$ cat src/design/pcf_pkg.sv
// pcf_pkg: shared types and constants for the pty channel fifo block
// used by pcf_front, pcf_back and pty_channel_fifo_onlcr; no dependencies

package pcf_pkg;

	localparam int RING_DEPTH_DEF = 1024;
	localparam int MAX_REFS_DEF   = 255;
	localparam int REF_W          = 8;

	localparam logic [7:0] CH_CR = 8'h0D;
	localparam logic [7:0] CH_NL = 8'h0A;

	typedef enum logic [2:0] {
		ACT_OPEN_MASTER  = 3'd0,
		ACT_SET_LOCK     = 3'd1,
		ACT_OPEN_SLAVE   = 3'd2,
		ACT_CLOSE_SLAVE  = 3'd3,
		ACT_CLOSE_MASTER = 3'd4,
		ACT_SLAVE_WRITE  = 3'd5,
		ACT_MASTER_READ  = 3'd6,
		ACT_UNUSED       = 3'd7
	} pcf_action_t;

	typedef enum logic [3:0] {
		ST_OK     = 4'd0,
		ST_BADF   = 4'd1,
		ST_PIPE   = 4'd2,
		ST_FULL   = 4'd3,
		ST_EOF    = 4'd4,
		ST_AGAIN  = 4'd5,
		ST_NOENT  = 4'd6,
		ST_ACCES  = 4'd7,
		ST_IO     = 4'd8,
		ST_NOSLOT = 4'd9
	} pcf_status_t;

	typedef enum logic [1:0] {
		BK_IDLE,
		BK_CRLF,
		BK_RDWAIT
	} pcf_bk_state_t;

	// register indexes on the config port
	typedef enum logic [0:0] {
		REG_OPOST = 1'b0,
		REG_ONLCR = 1'b1
	} pcf_reg_t;

	typedef struct packed {
		pcf_action_t action;
		logic [7:0]  write_data;
		logic        lock_value;
		logic        last_of_call;
		logic        crlf;
	} pcf_item_t;

endpackage

$ cat src/design/pcf_front.sv
// pcf_front: accepts words, classifies newline translation, holds a two entry queue
// depends on pcf_pkg

module pcf_front (
	input  logic              clk,
	input  logic              arst_n,
	input  logic              in_valid,
	output logic              in_ready,
	input  logic [2:0]        action,
	input  logic [7:0]        write_data,
	input  logic              lock_value,
	input  logic              last_of_call,
	input  logic              opost,
	input  logic              onlcr,
	output logic              hd_valid,
	output pcf_pkg::pcf_item_t hd_item,
	input  logic              hd_pop
);

	pcf_pkg::pcf_item_t entry_q [2];
	pcf_pkg::pcf_item_t new_item;
	logic               wr_ptr_q;
	logic               rd_ptr_q;
	logic [1:0]         cnt_q;
	logic               push;

	assign in_ready = (cnt_q != 2'd2);
	assign push     = in_valid && in_ready;
	assign hd_valid = (cnt_q != 2'd0);
	assign hd_item  = entry_q[rd_ptr_q];

	always_comb begin
		new_item.action       = pcf_pkg::pcf_action_t'(action);
		new_item.write_data   = write_data;
		new_item.lock_value   = lock_value;
		new_item.last_of_call = last_of_call;
		// the user must keep config static while words are in flight; not enforced here
		new_item.crlf         = opost && onlcr && (write_data == pcf_pkg::CH_NL);
	end

	always_ff @(posedge clk) begin
		if (push) begin
			entry_q[wr_ptr_q] <= new_item;
		end
	end

	always_ff @(posedge clk or negedge arst_n) begin
		if (!arst_n) begin
			wr_ptr_q <= 1'b0;
			rd_ptr_q <= 1'b0;
			cnt_q    <= 2'd0;
		end else begin
			if (push) begin
				wr_ptr_q <= ~wr_ptr_q;
			end
			if (hd_pop) begin
				rd_ptr_q <= ~rd_ptr_q;
			end
			if (push && !hd_pop) begin
				cnt_q <= cnt_q + 2'd1;
			end else if (!push && hd_pop) begin
				cnt_q <= cnt_q - 2'd1;
			end
		end
	end

endmodule

$ cat config.mk
export PLATFORM = sky130hd
export DESIGN_NAME = pcf_front
export DESIGN_NICKNAME = d
export VERILOG_FILES = /design/src/design/pcf_pkg.sv /design/src/design/pcf_front.sv
export SDC_FILE = /design/constraint.sdc
export NUM_CORES = 1
export LEC_CHECK = 0
export ABC_AREA = 1
export BUFFER_PORTS_ARGS = -buffer_cell sky130_fd_sc_hd__buf_2
export CORE_UTILIZATION = 50
export CTS_BUF_LIST = sky130_fd_sc_hd__clkbuf_16
export DETAILED_ROUTE_END_ITERATION = 8
export GPL_TIMING_DRIVEN = 0
export PLACE_DENSITY = 0.76
export SKIP_CTS_REPAIR_TIMING = 1
export SYNTH_ARGS = -nofsm -noshare
export SYNTH_HDL_FRONTEND = slang
export SYNTH_SLANG_ARGS = --single-unit
export TNS_END_PERCENT = 20
$ cat constraint.sdc
create_clock -name clk -period 1.8 [get_ports clk]
set_input_delay 0.18 -clock clk [delete_from_list [all_inputs] [get_ports clk]]
set_output_delay 0.18 -clock clk [all_outputs]
set_load 0.01 [all_outputs]
# Word level (Yosys, flattened, before mapping)
# Memory sizes are Yosys's and may differ from the RTL's.
# Index checks and enable logic that the tools add are counted.
word_totals:
  elab_cells: 23
  ram_bits: 28
  n_memories: 1
  output_inout_bits: 16
  reg_bits: 4
mem_list:
  columns: ["memory", "words", "word_bits", "rd", "rd_clocked_by_memory_dff", "wr", "line", "text"]
  rows:
  - ["entry_q", 2, 14, 1, 0, 1, "pcf_front.sv:20", "pcf_pkg::pcf_item_t entry_q [2];"]
classes:
  muxes: 4
  n_addsub: 2
  n_reduce_logical: 9
  n_eq_ne: 2
  bitwise_logic: 2
op_table:
  columns: ["op", "count"]
  rows:
  - ["$eq 8x4->1 const B", 1]
  - ["$logic_and 1x1->1", 5]
  - ["$mux 2", 2]
  - ["$reduce_bool 2->1", 2]
  - ["$add 2x1->2 const B", 1]
  - ["$logic_not 1->1", 2]
  - ["$mux 1", 2]
  - ["$ne 2x2->1 const B", 1]
  - ["$not 1->1", 2]
  - ["$sub 2x1->2 const B", 1]

# Logic depth before layout (Yosys ltp)
logic_depth:
  word_depth: 6
  depth_mapped: 10
  depth_no_buf: 10

# Least setup slack after synthesis
# OpenSTA, ideal clock, no wires.
synth_path:
  kind: "reg2reg"
  startpoint: "reg cnt_q[0]"
  endpoint: "mem entry_q[1][0] in the netlist's numbering (enable)"
  path_stages_with_launch: 5
  t_required_ps: 1416
  t_arrival_ps: 1285
  setup_slack_ps: 130
  synth_period_minus_slack_ps: 1670
  cell_sequence: "dfrtp_1 inv_1 nand2_1 nand2_1 nor2_1"
synth_between:
  elab_chain_len: 4
synth_lines:
  columns: ["item", "line", "text"]
  rows:
  - ["from (decl)", "pcf_front.sv:24", "logic [1:0] cnt_q;"]
  - ["from (signal assigned)", "pcf_front.sv:60", "cnt_q <= cnt_q + 2'd1;"]
  - ["from (signal assigned)", "pcf_front.sv:62", "cnt_q <= cnt_q - 2'd1;"]
  - ["$ne 2x2->1", "pcf_front.sv:27", "assign in_ready = (cnt_q != 2'd2);"]
  - ["net in_ready", "pcf_front.sv:8", "output logic in_ready,"]
  - ["$logic_and 1x1->1", "pcf_front.sv:28", "assign push = in_valid && in_ready;"]
  - ["$mux 1", "pcf_front.sv:42", "if (push) begin"]
  - ["$mux 1 (not written as such)", "pcf_front.sv:43", "entry_q[wr_ptr_q] <= new_item;"]
  - ["to (decl)", "pcf_front.sv:20", null]
# The timed path passes the listed nets, and every way through them passes these cells.

# Final worst setup path
layout_path:
  startpoint: "reg cnt_q[0]"
  endpoint: "mem entry_q[0][1] in the netlist's numbering (enable)"
layout_between:
  elab_chain_len: 4
layout_lines:
  columns: ["item", "line"]
  rows:
  - ["$ne 2x2->1", "pcf_front.sv:27"]
  - ["$logic_and 1x1->1", "pcf_front.sv:28"]
  - ["$mux 1", "pcf_front.sv:42"]
  - ["$mux 1 (not written as such)", "pcf_front.sv:43"]
# Every way passes these cells.

==> impl_metrics.toml <==
[synth]
synth_area_per_cell_um2 = 16.4
syn_nets = 100
synth_enable_flop_cells = 28
ys.warnings.count = 0
synth-seq-area-share = 0.717
ys_ff_latch = 32
syn-cell-area_um2 = 1310
yosysTopAreaCell = "edfxtp_1"
ys_types = 15
synth_commonest_cells = "28 x edfxtp_1, 10 x nand2_1, 9 x inv_1, 9 x mux2_4, 6 x nor2_1"
synth_top_area_share = 0.641
async_flop_share = 0.125
yosysMostFrequentCell = "edfxtp_1"
syn_inst = 80
netlist_top_cells_area = "edfxtp_1 64%, mux2_4 10%, dfrtp_1 7.6%"
ys.flop_type = "edfxtp_1"

[cts]
cts.sinks = 32
tritoncts = "yes"
numCtsBuffers = 5
htreeDepth = 2
insertion_delay_ns = 0.27
path_clk_slew_ns = 0.05
cts_root_buf = "clkbuf_16"
clk_path_buf_depth = 2

[timing]
drv_slew = 0
timing.fmax_ghz = 0.597
hold_viol_final = 0
slew_headroom = 0.511
period_minus_slack_ns = 1.68
finalClockSkew_ns = 0.00268
hold_slack_ns = 0.0927
worstMarginPinSlew_ns = 0.733
finalCritPeriodShare = 0.931
setup-tns-final_ns = 0
finalSetupViolCount = 0
rsz0062_at_grt = "yes"

[setup_path]
required_ns = 1.70
cp-startpoint = "cnt_q[0]"
critPathTopFamily = "simple AND/OR/NAND/NOR gates"
worstPathCellList = "inv_1, nand2_1, nand2_1, nor2_2"
crit_path_end_kind = "register"
crit_type = "reg2reg"
cp_common_cell = "nand2_1"
cp-endpoint = "entry_q[0][1]"
critPathMaxStageDelay_ns = 0.60
cpMaxStageDelayCell = "nor2_2"
cp_max_fo = 14
r2r_setup_slack_ns = 0.12
reg2reg_from = "cnt_q[0]"
arrival_ns = 1.58
cp_num_buf_inv = 1
r2r-end = "entry_q[0][1]"
worstSetupPathDepth = 4
cp-start-kind = "register"
worst-r2r-cell-count = 4

[place]
io_buffers = 34
gp_congestion = 0.681
hpwl_mm = 1.45
place_area_um2 = 1520

[finish]
diodes = 0
area_growth_pct = 29.4
final_util = 0.685
nets = 142
final_layout_size_suffix_gt1_frac = 0.472
fin_area_um2 = 1700

[global_routing]
grt_pass1_vias = 703
overflow = 0
grtUsageTotal = 0.180
antenna_found_initial = 0
grt_max_degree = 15
grt_pass1_wl_mm = 3.24

[floorplanning]
die_w_um = 53.2
core_area_um2 = 2480
pin_count = 35
start_util = 0.530
rows = 18
die_h_um = 53.2
die_area_um2 = 2830

[pwr]
power_w = 0.00291
irDropWorstVdd_v = 0.00117
power_density_nw_per_um2 = 1710
power.leakage_nw = 0.733

[worst_hold_path]
hp-class = "in2reg"

[routing]
drc_errors = 0
routedWlPerCell_um = 13.6
vias = 751
dr.pass1.iters = 4
wl_mm = 2.08
drt_iter0_markers = 15
ant_nets = 0
vias_per_cell = 4.91

[outcome]
status = "completed"

[job]
drv_cap = 0
## cells by family after synthesis
logic type	synth area share
flip-flops	0.717
AND/OR/NAND/NOR	0.0581
multiplexers	0.146
buffers and inverters	0.0496
XOR/XNOR	0.0200
adder cells (fa/ha/maj)	0.00953
## layer usage
| metal | up-vias | part of all wire | global-route usage |
|---|---|---|---|
| met1 | 355 | 0.42 | 0.205 |
| met2 | 29 | 0.50 | 0.271 |
| li1 | 363 | - | - |
| met5 | - | 0 | 0 |
| met3 | 4 | 0.064 | 0.0891 |
| met4 | 0 | 0.013 | 0.101 |
## worst reg2reg max path: stages, from the launching register on
cell and delay [ns]:
dfrtp_1 0.38, inv_1 0.09, nand2_1 0.08, nand2_1 0.15
nor2_2 0.61
## sequential cells by signal, summed over array words and instances (netlist names)
name,count
entry_q,28
cnt_q,2
wr_ptr_q,1
rd_ptr_q,1
## worst min-delay path by stage
stage / from / to / slack [ns] / cells after the start
2_1_floorplan: arst_n / cnt_q[0] / -0.12 / 0
3_3_place_gp: arst_n / cnt_q[1] / -0.01 / 1
3_5_place_dp: arst_n / cnt_q[1] / -0.008 / 1
4_1_cts: arst_n / cnt_q[1] / -0.30 / 1
5_1_grt: lock_value / entry_q[0][2] / 0.09 / 1
6_report: lock_value / entry_q[1][2] / 0.09 / 1
## placed cells by master (no fill, tap or decap)
cell type      netlist  final
bufinv_16            0      1
dlygate4sd3_1        0      1
dfrtp_1              4      4
nor2_1               6      4
mux2_4               9      9
xor2_1               2      2
edfxtp_1            28     28
ha_1                 1      1
xnor2_1              1      1
clkinv_1             0      2
buf_2                0     34
nor2_2               0      2
clkbuf_16            0      5
inv_1                9      9
nor3_1               1      1
buf_6                1      1
buf_12               1      1
nand3_1              1      1
mux2_2               5      5
nand4_1              1      1
nand2_1             10     10
## per-stage QoR
stage          instances  worst slack, ns
2_1_floorplan         80            0.130
3_3_place_gp         144           -0.126
3_5_place_dp         144           -0.200
4_1_cts              152           -0.209
5_1_grt              153         -0.00569
6_report             153            0.124
## final cells by class
cell class | instances | area (um^2)
buffer | 2 | 31.3
clock inverter | 3 | 37.5
sequential | 32 | 941
fill | 193 | 779
timing repair buffer | 35 | 180
tap | 30 | 37.5
inverter | 9 | 33.8
multi-input combinational | 37 | 312
clock buffer | 5 | 125
## where the power goes
group	total, W	internal (W)	leakage [nW]	switching (W)
Sequential	0.00109	0.00103	0.308	0.0000619
Combinational	0.000903	0.000454	0.346	0.000449
Clock	0.000912	0.000640	0.0789	0.000272
No activity file was read; power rests on OpenSTA's default activity.
